--- src/rtl/gcst_pkg.sv ---
// gcst_pkg: shared types, constants and op codes of the color gradient stop table
// no dependencies; imported by gcst_interp and color_gradient_stop_table_top
`timescale 1ns / 1ps

package gcst_pkg;

  localparam int unsigned MaxStopsDef = 16;

  localparam logic [15:0] OnePos  = 16'h8000;
  localparam logic [15:0] HalfPos = 16'h4000;

  localparam logic [31:0] TopColorRst    = 32'hFFFF_FFFF;
  localparam logic [31:0] BottomColorRst = 32'h0000_0000;

  typedef enum logic [2:0] {
    OP_ADD        = 3'd0,
    OP_ADD_MIRROR = 3'd1,
    OP_MIRROR     = 3'd2,
    OP_LOOKUP     = 3'd3,
    OP_RESTART    = 3'd4
  } op_e;

  // one table entry, color packed red in the high byte
  typedef struct packed {
    logic [15:0] pos;
    logic [31:0] col;
  } stop_t;

  localparam int unsigned StopW = $bits(stop_t);

  typedef struct packed {
    logic        start;
    logic [31:0] lo_col;
    logic [31:0] hi_col;
    logic [15:0] gap;
    logic [15:0] ofs;
  } interp_req_t;

  typedef struct packed {
    logic        done;
    logic [31:0] col;
  } interp_rsp_t;

endpackage

--- src/rtl/gcst_ram.sv ---
// gcst_ram: generic simple dual-port ram, one write and one registered read port
// no dependencies
`timescale 1ns / 1ps

module gcst_ram #(
  parameter int unsigned Width = 8,
  parameter int unsigned Depth = 16
) (
  input  logic                     clk_i,
  input  logic                     we_i,
  input  logic [$clog2(Depth)-1:0] waddr_i,
  input  logic [Width-1:0]         wdata_i,
  input  logic [$clog2(Depth)-1:0] raddr_i,
  output logic [Width-1:0]         rdata_o
);

  logic [Width-1:0] mem_q [Depth];
  logic [Width-1:0] rdata_q;

  always_ff @(posedge clk_i) begin
    if (we_i) begin
      mem_q[waddr_i] <= wdata_i;
    end
    rdata_q <= mem_q[raddr_i];
  end

  assign rdata_o = rdata_q;

endmodule

--- src/rtl/gcst_interp.sv ---
// gcst_interp: four-channel linear interpolation, one multiply step and an
// eight-step restoring divide per channel; depends on gcst_pkg
`timescale 1ns / 1ps

module gcst_interp (
  input  logic                  clk_i,
  input  logic                  rst_ni,
  input  gcst_pkg::interp_req_t req_i,
  output gcst_pkg::interp_rsp_t rsp_o
);

  import gcst_pkg::*;

  typedef enum logic [2:0] {
    IS_IDLE = 3'b001,
    IS_MUL  = 3'b010,
    IS_DIV  = 3'b100
  } istate_e;

  istate_e     state_q, state_d;
  logic        done_q, done_d;
  logic [1:0]  ch_q, ch_d;
  logic [2:0]  bit_q, bit_d;
  logic [23:0] num_q, num_d;
  logic [7:0]  quo_q, quo_d;
  logic [31:0] lo_q, lo_d, hi_q, hi_d, res_q, res_d;
  logic [15:0] gap_q, gap_d, ofs_q, ofs_d;

  logic [4:0]  lsb;
  logic [7:0]  a_ch, b_ch;
  logic [15:0] rest;
  logic [23:0] num_w, trial;
  logic [7:0]  quo_nx;
  logic        hit;

  // channel 0 is red, in the high byte
  assign lsb   = {~ch_q, 3'b000};
  assign a_ch  = lo_q[lsb +: 8];
  assign b_ch  = hi_q[lsb +: 8];
  assign rest  = gap_q - ofs_q;
  assign num_w = 24'(a_ch) * 24'(rest) + 24'(b_ch) * 24'(ofs_q);
  assign trial = 24'(gap_q) << bit_q;
  assign hit   = (num_q >= trial);

  always_comb begin
    state_d = state_q;
    done_d  = 1'b0;
    ch_d    = ch_q;
    bit_d   = bit_q;
    num_d   = num_q;
    quo_d   = quo_q;
    lo_d    = lo_q;
    hi_d    = hi_q;
    res_d   = res_q;
    gap_d   = gap_q;
    ofs_d   = ofs_q;
    quo_nx  = quo_q;
    unique case (state_q)
      IS_IDLE: begin
        if (req_i.start) begin
          lo_d    = req_i.lo_col;
          hi_d    = req_i.hi_col;
          gap_d   = req_i.gap;
          ofs_d   = req_i.ofs;
          ch_d    = 2'd0;
          state_d = IS_MUL;
        end
      end
      IS_MUL: begin
        num_d   = num_w;
        quo_d   = 8'd0;
        bit_d   = 3'd7;
        state_d = IS_DIV;
      end
      IS_DIV: begin
        if (hit) begin
          num_d          = num_q - trial;
          quo_nx[bit_q]  = 1'b1;
        end
        quo_d = quo_nx;
        if (bit_q == 3'd0) begin
          res_d[lsb +: 8] = quo_nx;
          if (ch_q == 2'd3) begin
            done_d  = 1'b1;
            state_d = IS_IDLE;
          end else begin
            ch_d    = ch_q + 2'd1;
            state_d = IS_MUL;
          end
        end else begin
          bit_d = bit_q - 3'd1;
        end
      end
      default: state_d = IS_IDLE;
    endcase
  end

  always_ff @(posedge clk_i or negedge rst_ni) begin
    if (!rst_ni) begin
      state_q <= IS_IDLE;
      done_q  <= 1'b0;
    end else begin
      state_q <= state_d;
      done_q  <= done_d;
    end
  end

  always_ff @(posedge clk_i) begin
    ch_q  <= ch_d;
    bit_q <= bit_d;
    num_q <= num_d;
    quo_q <= quo_d;
    lo_q  <= lo_d;
    hi_q  <= hi_d;
    res_q <= res_d;
    gap_q <= gap_d;
    ofs_q <= ofs_d;
  end

  assign rsp_o = '{done: done_q, col: res_q};

endmodule

--- src/rtl/color_gradient_stop_table_top.sv ---
// color_gradient_stop_table_top: sorted gradient stop table with sequencer
// depends on gcst_pkg, gcst_ram and gcst_interp
`timescale 1ns / 1ps

// usage
// - s_axis carries one request per beat: op in tuser, position and new color in
//   tdata; m_axis returns exactly one result per request, in order
// - the apb port holds top_color (0x0) and bottom_color (0x4); they reach the
//   table only on a restart request
// - one request is worked on at a time; the stop table lives in a ram with
//   registered read, so every table step is a read state, then a use state
// - an add searches for the slot, then overwrites a stop at the same position
//   or shifts the stops above it up; a mirrored add runs the presence check,
//   then one or two adds unless refused; a mirror is refused after its first
//   pass or else runs all three
// - a lookup below the first stop or above the last needs no interpolation;
//   between stops i-1 and i it waits on the interpolation unit (multiply and
//   8-step divide per channel, then its done flag); a restart writes the two end stops
// - a finished result sits in the output register; the next request is taken
//   while it waits, and a stalled receiver holds the sequencer only when a
//   second result is ready
// - after reset the table is loaded with the two end stops, in ST_INIT0 and
//   ST_INIT1, during which no request is taken

module color_gradient_stop_table_top #(
  parameter int unsigned MAX_STOPS = gcst_pkg::MaxStopsDef
) (
  input  logic        clk_i,
  input  logic        rst_ni,
  // slave stream
  input  logic        s_axis_tvalid,
  output logic        s_axis_tready,
  input  logic [47:0] s_axis_tdata,  // position[15:0] red green blue alpha
  input  logic [2:0]  s_axis_tuser,  // op
  // master stream
  output logic        m_axis_tvalid,
  input  logic        m_axis_tready,
  output logic [39:0] m_axis_tdata,  // out_red out_green out_blue out_alpha
                                     // refused stop_count[4:0] zero pad
  // apb config
  input  logic        psel,
  input  logic        penable,
  input  logic        pwrite,
  input  logic [2:0]  paddr,
  input  logic [31:0] pwdata,
  output logic [31:0] prdata,
  output logic        pready
);

  import gcst_pkg::*;

  localparam int unsigned AW = $clog2(MAX_STOPS);
  localparam int unsigned NW = $clog2(MAX_STOPS + 1);

  localparam logic RegTopColor    = 1'b0;
  localparam logic RegBottomColor = 1'b1;

  typedef enum logic [22:0] {
    ST_INIT0    = 23'd1 << 0,
    ST_INIT1    = 23'd1 << 1,
    ST_IDLE     = 23'd1 << 2,
    ST_HAS_RD   = 23'd1 << 3,
    ST_HAS_EV   = 23'd1 << 4,
    ST_PUT_RD   = 23'd1 << 5,
    ST_PUT_EV   = 23'd1 << 6,
    ST_PUT_INS  = 23'd1 << 7,
    ST_SH_RD    = 23'd1 << 8,
    ST_SH_WR    = 23'd1 << 9,
    ST_PUT_NEXT = 23'd1 << 10,
    ST_LK_RD    = 23'd1 << 11,
    ST_LK_EV    = 23'd1 << 12,
    ST_LK_WAIT  = 23'd1 << 13,
    ST_M1_RD    = 23'd1 << 14,
    ST_M1_EV    = 23'd1 << 15,
    ST_M2_RD    = 23'd1 << 16,
    ST_M2_WR    = 23'd1 << 17,
    ST_M3_RD    = 23'd1 << 18,
    ST_M3_WR    = 23'd1 << 19,
    ST_RS0      = 23'd1 << 20,
    ST_RS1      = 23'd1 << 21,
    ST_FIN      = 23'd1 << 22
  } state_e;

  state_e      state_q, state_d;
  logic [NW-1:0] cnt_q, cnt_d;       // stops held
  logic [NW-1:0] j_q, j_d;           // scan / destination index
  logic [NW-1:0] k_q, k_d;           // shift index, scratch fill or remaining
  logic [15:0] put_pos_q, put_pos_d;
  logic [31:0] put_col_q, put_col_d;
  logic [15:0] mir_pos_q, mir_pos_d;
  logic        second_q, second_d;
  logic        has_cp_q, has_cp_d, has_mp_q, has_mp_d;
  logic [15:0] last_h_q, last_h_d;
  logic [15:0] lk_pos_q, lk_pos_d;
  stop_t       prev_q, prev_d;
  logic [31:0] color_q, color_d;
  logic        refused_q, refused_d;
  logic [31:0] top_color_q, bottom_color_q;
  logic        out_valid_q, out_valid_d;
  logic [31:0] out_color_q, out_color_d;
  logic        out_refused_q, out_refused_d;
  logic [4:0]  out_count_q, out_count_d;

  // table and scratch ram ports
  logic          tb_we, sc_we;
  logic [AW-1:0] tb_waddr, tb_raddr, sc_waddr, sc_raddr;
  stop_t         tb_wdata, tb_rdata, sc_wdata, sc_rdata;

  interp_req_t ireq;
  interp_rsp_t irsp;

  // request decode
  logic        in_acc;
  op_e         in_op;
  logic [15:0] in_pos, in_cp;
  logic [31:0] in_col;

  logic [NW-1:0] km1;
  logic [NW:0]   need_tot, mir_cnt;
  logic [1:0]    need;
  logic          mid;
  logic [15:0]   half;
  logic          cfg_wr;

  assign s_axis_tready = (state_q == ST_IDLE);
  assign in_acc = s_axis_tvalid && s_axis_tready;
  assign in_op  = op_e'(s_axis_tuser);
  assign in_pos = s_axis_tdata[15:0];
  assign in_col = {s_axis_tdata[23:16], s_axis_tdata[31:24],
                   s_axis_tdata[39:32], s_axis_tdata[47:40]};
  // positions above 1.0 saturate for adds
  assign in_cp  = (in_pos > OnePos) ? OnePos : in_pos;

  assign km1  = k_q - 1'b1;
  assign need = {1'b0, ~has_cp_q} + {1'b0, (mir_pos_q != put_pos_q) && !has_mp_q};
  assign need_tot = {1'b0, cnt_q} + (NW + 1)'(need);
  // a stop at 0.5 appears in both halves of a mirrored table only once
  assign mid     = (last_h_q == HalfPos);
  assign mir_cnt = {k_q, 1'b0} - (NW + 1)'(mid);
  assign half    = {1'b0, tb_rdata.pos[15:1]};

  always_comb begin
    state_d       = state_q;
    cnt_d         = cnt_q;
    j_d           = j_q;
    k_d           = k_q;
    put_pos_d     = put_pos_q;
    put_col_d     = put_col_q;
    mir_pos_d     = mir_pos_q;
    second_d      = second_q;
    has_cp_d      = has_cp_q;
    has_mp_d      = has_mp_q;
    last_h_d      = last_h_q;
    lk_pos_d      = lk_pos_q;
    prev_d        = prev_q;
    color_d       = color_q;
    refused_d     = refused_q;
    out_valid_d   = out_valid_q && !m_axis_tready;
    out_color_d   = out_color_q;
    out_refused_d = out_refused_q;
    out_count_d   = out_count_q;

    tb_we    = 1'b0;
    tb_waddr = j_q[AW-1:0];
    tb_wdata = '{pos: put_pos_q, col: put_col_q};
    tb_raddr = j_q[AW-1:0];
    sc_we    = 1'b0;
    sc_waddr = k_q[AW-1:0];
    sc_wdata = '{pos: half, col: tb_rdata.col};
    sc_raddr = j_q[AW-1:0];
    ireq     = '{start: 1'b0, lo_col: prev_q.col, hi_col: tb_rdata.col,
                 gap: tb_rdata.pos - prev_q.pos, ofs: lk_pos_q - prev_q.pos};

    unique case (state_q)
      ST_INIT0: begin
        tb_we    = 1'b1;
        tb_waddr = AW'(0);
        tb_wdata = '{pos: 16'd0, col: BottomColorRst};
        state_d  = ST_INIT1;
      end
      ST_INIT1: begin
        tb_we    = 1'b1;
        tb_waddr = AW'(1);
        tb_wdata = '{pos: OnePos, col: TopColorRst};
        state_d  = ST_IDLE;
      end
      ST_IDLE: begin
        if (in_acc) begin
          color_d   = 32'd0;
          refused_d = 1'b0;
          put_pos_d = in_cp;
          put_col_d = in_col;
          mir_pos_d = OnePos - in_cp;
          lk_pos_d  = in_pos;
          j_d       = '0;
          k_d       = '0;
          has_cp_d  = 1'b0;
          has_mp_d  = 1'b0;
          second_d  = 1'b0;
          unique case (in_op)
            OP_ADD:        state_d = ST_PUT_RD;
            OP_ADD_MIRROR: state_d = ST_HAS_RD;
            OP_MIRROR:     state_d = ST_M1_RD;
            OP_LOOKUP:     state_d = ST_LK_RD;
            OP_RESTART:    state_d = ST_RS0;
            default:       state_d = ST_FIN;
          endcase
        end
      end
      // presence check of both mirrored positions
      ST_HAS_RD: begin
        if (j_q == cnt_q) begin
          if (need_tot > (NW + 1)'(MAX_STOPS)) begin
            refused_d = 1'b1;
            state_d   = ST_FIN;
          end else begin
            j_d      = '0;
            second_d = 1'b1;
            state_d  = ST_PUT_RD;
          end
        end else begin
          state_d = ST_HAS_EV;
        end
      end
      ST_HAS_EV: begin
        if (tb_rdata.pos == put_pos_q) has_cp_d = 1'b1;
        if (tb_rdata.pos == mir_pos_q) has_mp_d = 1'b1;
        j_d     = j_q + 1'b1;
        state_d = ST_HAS_RD;
      end
      // search for the insert slot
      ST_PUT_RD: begin
        state_d = (j_q == cnt_q) ? ST_PUT_INS : ST_PUT_EV;
      end
      ST_PUT_EV: begin
        if (tb_rdata.pos < put_pos_q) begin
          j_d     = j_q + 1'b1;
          state_d = ST_PUT_RD;
        end else if (tb_rdata.pos == put_pos_q) begin
          tb_we   = 1'b1;
          state_d = ST_PUT_NEXT;
        end else begin
          state_d = ST_PUT_INS;
        end
      end
      ST_PUT_INS: begin
        if (cnt_q == NW'(MAX_STOPS)) begin
          refused_d = 1'b1;
          state_d   = ST_FIN;
        end else begin
          k_d     = cnt_q;
          state_d = ST_SH_RD;
        end
      end
      // shift entries above the slot up by one, top first
      ST_SH_RD: begin
        if (k_q == j_q) begin
          tb_we   = 1'b1;
          cnt_d   = cnt_q + 1'b1;
          state_d = ST_PUT_NEXT;
        end else begin
          tb_raddr = km1[AW-1:0];
          state_d  = ST_SH_WR;
        end
      end
      ST_SH_WR: begin
        tb_we    = 1'b1;
        tb_waddr = k_q[AW-1:0];
        tb_wdata = tb_rdata;
        k_d      = km1;
        state_d  = ST_SH_RD;
      end
      ST_PUT_NEXT: begin
        if (second_q) begin
          second_d  = 1'b0;
          put_pos_d = mir_pos_q;
          j_d       = '0;
          state_d   = ST_PUT_RD;
        end else begin
          state_d = ST_FIN;
        end
      end
      // lookup: first stop at or above the position
      ST_LK_RD: begin
        if (j_q == cnt_q) begin
          color_d = prev_q.col;
          state_d = ST_FIN;
        end else begin
          state_d = ST_LK_EV;
        end
      end
      ST_LK_EV: begin
        if (lk_pos_q <= tb_rdata.pos) begin
          if (j_q == '0) begin
            color_d = tb_rdata.col;
            state_d = ST_FIN;
          end else begin
            ireq.start = 1'b1;
            state_d    = ST_LK_WAIT;
          end
        end else begin
          prev_d  = tb_rdata;
          j_d     = j_q + 1'b1;
          state_d = ST_LK_RD;
        end
      end
      ST_LK_WAIT: begin
        if (irsp.done) begin
          color_d = irsp.col;
          state_d = ST_FIN;
        end
      end
      // mirror pass one: distinct halved positions into scratch, last color wins
      ST_M1_RD: begin
        if (j_q == cnt_q) begin
          if (mir_cnt > (NW + 1)'(MAX_STOPS)) begin
            refused_d = 1'b1;
            state_d   = ST_FIN;
          end else begin
            j_d     = '0;
            state_d = ST_M2_RD;
          end
        end else begin
          state_d = ST_M1_EV;
        end
      end
      ST_M1_EV: begin
        sc_we = 1'b1;
        if (k_q != '0 && half == last_h_q) begin
          sc_waddr = km1[AW-1:0];
        end else begin
          k_d = k_q + 1'b1;
        end
        last_h_d = half;
        j_d      = j_q + 1'b1;
        state_d  = ST_M1_RD;
      end
      // pass two: lower half ascending
      ST_M2_RD: begin
        if (j_q == k_q) begin
          k_d     = k_q - NW'(mid);
          state_d = ST_M3_RD;
        end else begin
          state_d = ST_M2_WR;
        end
      end
      ST_M2_WR: begin
        tb_we    = 1'b1;
        tb_wdata = sc_rdata;
        j_d      = j_q + 1'b1;
        state_d  = ST_M2_RD;
      end
      // pass three: upper half from the scratch top down
      ST_M3_RD: begin
        if (k_q == '0) begin
          cnt_d   = j_q;
          state_d = ST_FIN;
        end else begin
          sc_raddr = km1[AW-1:0];
          state_d  = ST_M3_WR;
        end
      end
      ST_M3_WR: begin
        tb_we    = 1'b1;
        tb_wdata = '{pos: OnePos - sc_rdata.pos, col: sc_rdata.col};
        j_d      = j_q + 1'b1;
        k_d      = km1;
        state_d  = ST_M3_RD;
      end
      ST_RS0: begin
        tb_we    = 1'b1;
        tb_waddr = AW'(0);
        tb_wdata = '{pos: 16'd0, col: bottom_color_q};
        state_d  = ST_RS1;
      end
      ST_RS1: begin
        tb_we    = 1'b1;
        tb_waddr = AW'(1);
        tb_wdata = '{pos: OnePos, col: top_color_q};
        cnt_d    = NW'(2);
        state_d  = ST_FIN;
      end
      ST_FIN: begin
        if (!out_valid_q || m_axis_tready) begin
          out_valid_d   = 1'b1;
          out_color_d   = color_q;
          out_refused_d = refused_q;
          out_count_d   = 5'(cnt_q);
          state_d       = ST_IDLE;
        end
      end
      default: state_d = ST_IDLE;
    endcase
  end

  always_ff @(posedge clk_i or negedge rst_ni) begin
    if (!rst_ni) begin
      state_q     <= ST_INIT0;
      cnt_q       <= NW'(2);
      out_valid_q <= 1'b0;
    end else begin
      state_q     <= state_d;
      cnt_q       <= cnt_d;
      out_valid_q <= out_valid_d;
    end
  end

  always_ff @(posedge clk_i) begin
    j_q           <= j_d;
    k_q           <= k_d;
    put_pos_q     <= put_pos_d;
    put_col_q     <= put_col_d;
    mir_pos_q     <= mir_pos_d;
    second_q      <= second_d;
    has_cp_q      <= has_cp_d;
    has_mp_q      <= has_mp_d;
    last_h_q      <= last_h_d;
    lk_pos_q      <= lk_pos_d;
    prev_q        <= prev_d;
    color_q       <= color_d;
    refused_q     <= refused_d;
    out_color_q   <= out_color_d;
    out_refused_q <= out_refused_d;
    out_count_q   <= out_count_d;
  end

  // config registers
  assign cfg_wr = psel && penable && pwrite && pready;

  always_ff @(posedge clk_i or negedge rst_ni) begin
    if (!rst_ni) begin
      top_color_q    <= TopColorRst;
      bottom_color_q <= BottomColorRst;
    end else if (cfg_wr) begin
      if (paddr[2] == RegBottomColor) begin
        bottom_color_q <= pwdata;
      end else begin
        top_color_q <= pwdata;
      end
    end
  end

  assign pready = 1'b1;
  assign prdata = (paddr[2] == RegTopColor) ? top_color_q : bottom_color_q;

  gcst_ram #(
    .Width(StopW),
    .Depth(MAX_STOPS)
  ) u_table (
    .clk_i  (clk_i),
    .we_i   (tb_we),
    .waddr_i(tb_waddr),
    .wdata_i(tb_wdata),
    .raddr_i(tb_raddr),
    .rdata_o(tb_rdata)
  );

  gcst_ram #(
    .Width(StopW),
    .Depth(MAX_STOPS)
  ) u_scratch (
    .clk_i  (clk_i),
    .we_i   (sc_we),
    .waddr_i(sc_waddr),
    .wdata_i(sc_wdata),
    .raddr_i(sc_raddr),
    .rdata_o(sc_rdata)
  );

  gcst_interp u_interp (
    .clk_i (clk_i),
    .rst_ni(rst_ni),
    .req_i (ireq),
    .rsp_o (irsp)
  );

  assign m_axis_tvalid = out_valid_q;
  assign m_axis_tdata  = {2'b00, out_count_q, out_refused_q,
                          out_color_q[7:0], out_color_q[15:8],
                          out_color_q[23:16], out_color_q[31:24]};

endmodule
--- config.mk ---
export PLATFORM = sky130hd
export DESIGN_NAME = color_gradient_stop_table_top
export DESIGN_NICKNAME = d
export VERILOG_FILES = /design/src/rtl/gcst_pkg.sv /design/src/rtl/gcst_ram.sv /design/src/rtl/gcst_interp.sv /design/src/rtl/color_gradient_stop_table_top.sv
export SDC_FILE = /design/constraint.sdc
export NUM_CORES = 2
export LEC_CHECK = 0
export ABC_CLOCK_PERIOD_IN_PS = 31700
export BUFFER_PORTS_ARGS = -buffer_cell sky130_fd_sc_hd__clkbuf_2
export CORE_UTILIZATION = 30
export DETAILED_ROUTE_END_ITERATION = 7
export SYNTH_ARGS = -nofsm -noshare
export SYNTH_HDL_FRONTEND = slang
export SYNTH_SLANG_ARGS = --single-unit
--- constraint.sdc ---
create_clock -name clk_i -period 31.7 [get_ports clk_i]
set_input_delay 6.34 -clock clk_i [delete_from_list [all_inputs] [get_ports clk_i]]
set_output_delay 6.34 -clock clk_i [all_outputs]
set_load 0.1 [all_outputs]
==> impl_metrics.csv <==
group,metric,value,unit
status,status,"complete, but fails checks",
status,violations,"design-rule violations",
timing,fin_skew,0.113,ns
yosys,yosys.area.top_type,"edfxtp_1",
yosys,synth-edff-count,1912,
clocking,hold_buffers,0,
worst_setup_path,r2r_slack,22.85,ns
worst_setup_path,crit_cells,3,
clocking,numClockSinks,2104,
timing,tightestPinTransition,1.40,ns
yosys,synth_area_per_cell,13.6,sq um
floorplanning,die_h,565,microns
timing,finalMaxSlewViolations,0,
timing,setup_viol_count_final,0,
yosys,synthTopCellsByArea,"edfxtp_1 60%, mux2i_1 4.9%, fa_1 4.5%",
worst_setup_path,crit_path_end_kind,"output pin",
worst_setup_path,r2r-start,"u_interp.ofs_q[0]$_DFFE_PP_",
cells_and_area,fillers,30200,
detailed_routing,wire_per_inst,23.0,microns
floorplanning,ioPinCount,168,
timing,fin_crit_sh,45.3,%
detailed_routing,drt-total-wl,266000,microns
worst_setup_path,cp-endpoint,"prdata[25]",
yosys,ys_ff_latch,2104,
clocking,clk_pin_slew_worst_paths,0.06,ns
worst_setup_path,critPathSlowestCell,"clkbuf_2",
timing,setup_tns,0,ns
floorplanning,start_util,30.2,%
yosys,synth_top_area_share,60.3,%
detailed_routing,drt_iter0_drc,6307,
worst_setup_path,critPathBufInv,2,
clocking,cts-buffers-inserted,211,
yosys,synthArstFlopShare,4.61,%
clocking,cts_buffer_depth,3,
worst_setup_path,max_stage_delay,0.80,ns
clocking,clock_latency,0.92,ns
global_route,grt_pass1_vias,59200,
worst_setup_path,cp_max_fo,34,
timing,clock.fmax,69.6,MHz
floorplanning,die_w,565,microns
clocking,cts_resized,0,
place,gp_congestion,0.854,
yosys,synth.distinct_cells,87,
yosys,synth-main-ff-cell,"edfxtp_1",
flow_run,maxCapViolCount,0,
clocking,cts_setup_buffers,0,
detailed_routing,drc,16,
worst_setup_path,cp.arrival,8.04,ns
worst_setup_path,reg2regPathDepth,28,
worst_setup_path,critPathTopFamily,"buffers and inverters",
global_route,overflow,0,
worst_setup_path,r2r-end,"u_interp.num_q[23]$_DFFE_PP_",
power_and_ir_drop,peakVddDrop,60.1,uV
yosys,syn_inst,7027,
clocking,cts_tree,"yes",
cells_and_area,nets,7709,
detailed_routing,num_vias,59100,
timing,rsz0062_at_grt,"no",
floorplanning,core,315000,sq um
cells_and_area,syn2layout_area_growth,13.9,%
worst_setup_path,crit_chain,"clkbuf_2 -> mux2_2 -> clkbuf_2",
detailed_routing,viasPerCell,5.11,
place,place.detailed.hpwl,162000,microns
cells_and_area,final_layout_size_suffix_gt1_share,12.3,%
place,placed_cells,11200,
yosys,ys_warn_count,0,
worst_hold_path,min_path_type,"reg -> reg",
global_route,antenna_found_initial,15,
worst_setup_path,cpMostUsedCell,"clkbuf_2",
timing,hold_ws,0.405,ns
floorplanning,dieArea,320000,sq um
floorplanning,rows,206,
worst_setup_path,crit_path_start,"paddr[2]",
cells_and_area,stdcell_count,11600,
clocking,h-tree-depth,4,
worst_setup_path,start_kind,"primary input",
clocking,cts_root_buffer,"clkbuf_16",
worst_setup_path,worstPathRequired,25.36,ns
yosys,syn_area,95200,sq um
timing,relSlewSlack,6.49,%
power_and_ir_drop,power_density,71.8,nW/um^2
place,io_buffers,162,
timing,hold_viol,0,
yosys,ys_seq_area_share,64.9,%
detailed_routing,final_antenna_net_count,0,
global_route,grt_max_degree,94,
worst_hold_path,hold_path.startpoint,"ireq[87]$_DFFE_PP_",
power_and_ir_drop,finalPower,7.79,mW
timing,period_needed,14.38,ns
power_and_ir_drop,p_leak,39.4,nW
global_route,grt_pass1_wl,389000,microns
worst_setup_path,crit_type,"in -> out",
detailed_routing,firstDrtPassIters,8,
global_route,grt_util_all_layers,16.3,%
sequential cells by signal, indices dropped and copies added, names as in the netlist, 8 cells and up:
signal	flops
bottom_color_q	32
color_q	32
ireq	32
last_h_q	15
lk_pos_q	16
mir_pos_q	16
out_color_q	32
prev_q	16
put_col_q	32
put_pos_q	16
state_q	23
top_color_q	32
u_interp.gap_q	16
u_interp.hi_q	32
u_interp.lo_q	32
u_interp.num_q	24
u_interp.ofs_q	16
u_interp.quo_q	8
u_interp.res_q	32
u_scratch.mem_q	752
u_scratch.rdata_o	47
u_table.mem_q	768
u_table.rdata_o	48
cell families (layout without fill, tap and decap cells):
logic type / Yosys count / after routing / synth area share (%)
compound gates: 1028 / 1028 / 7.24
xor+xnor: 159 / 159 / 1.46
fa+ha+maj: 404 / 404 / 6.99
buf+inv: 777 / 1148 / 3.39
flops: 2104 / 2104 / 64.9
mux: 584 / 584 / 6.47
other cells: 2 / 9 / 0.00789
simple gates: 1969 / 1969 / 9.55
cell usage after synthesis (49+ instances only):
library cell  number
inv_1            419
xor2_1            71
mux2_2           101
nand3_1          241
nand4_1           80
o21ai_0          158
edfxtp_1        1912
xnor2_1           88
and2_1            98
a22oi_1           55
dfrtp_1           62
mux2i_1          468
nand2_1          945
or4_1             57
ha_1             190
nor3_1            73
o22ai_1          200
fa_1             214
a32oi_1           49
clkbuf_1         230
buf_2             53
a21oi_1          251
dfxtp_1           95
nor2_1           269
power breakdown:
group	internal, mW	switching (mW)
clock	1.45	1.10
sequential	3.49	0.147
combinational	0.437	1.16
total	5.38	2.41
layout by cell type, fill, tap and decap left out, types with 165 or more instances in the layout:
master and n:
edfxtp_1 1912, nand2_1 941, mux2i_1 463, inv_1 418
a21oi_1 247, nor2_1 243, nand3_1 241, fa_1 214
clkbuf_16 212, o22ai_1 199, ha_1 190, buf_4 165
routing by layer:
metal  global-route usage [%]  share of wire [%]
met3                     2.33                6.6
met5                        0             0.0049
met1                     21.6                 42
met2                     27.5                 48
met4                     5.12                3.0
cell type report:
| type | count | area (sq um) | area share (%) |
|---|---|---|---|
| flip-flops and latches | 2104 | 61800 | 56.9 |
| multi-input cells | 4148 | 30700 | 28.3 |
| clock buffers | 279 | 5730 | 5.28 |
| well taps | 4160 | 5200 | 4.80 |
| repair buffers | 326 | 2040 | 1.88 |
| inverters | 421 | 1580 | 1.46 |
| clock inverters | 122 | 1490 | 1.37 |
| diodes | 5 | 12.5 | 0.0115 |
per-stage QoR:
stage                     worst slack, ns  instance area [sq um]  util [%]
after detailed placement            17.31                 101000      32.1
after global placement              17.32                 101000      32.1
after floorplan                     17.88                  95200         -
after global routing                17.25                 109000      34.4
after CTS                           17.30                 108000      34.4
final                               17.32                 109000      34.4
worst min path at each step:
stage                                        endpoint  cells after the start
after floorplan              out_color_q[0]$_DFFE_PP_                      0
after global placement      out_color_q[27]$_DFFE_PP_                      0
after detailed placement    out_color_q[22]$_DFFE_PP_                      0
after CTS                 u_interp.lo_q[23]$_DFFE_PP_                      0
after global routing        out_color_q[30]$_DFFE_PP_                      0
final                     u_interp.lo_q[23]$_DFFE_PP_                      0
worst reg2reg max path: cells and delay by family, from the launching register on:
family,cells,cell delay (ns)
buffers and inverters,3,0.15
multiplexers,1,0.23
XOR/XNOR,1,0.64
flip-flops,1,0.60
adder cells (fa/ha/maj),9,4.17
AND/OR/NAND/NOR,5,0.77
AO/OA/AOI/OAI,9,2.04
No activity file was read; power rests on OpenSTA's default activity.
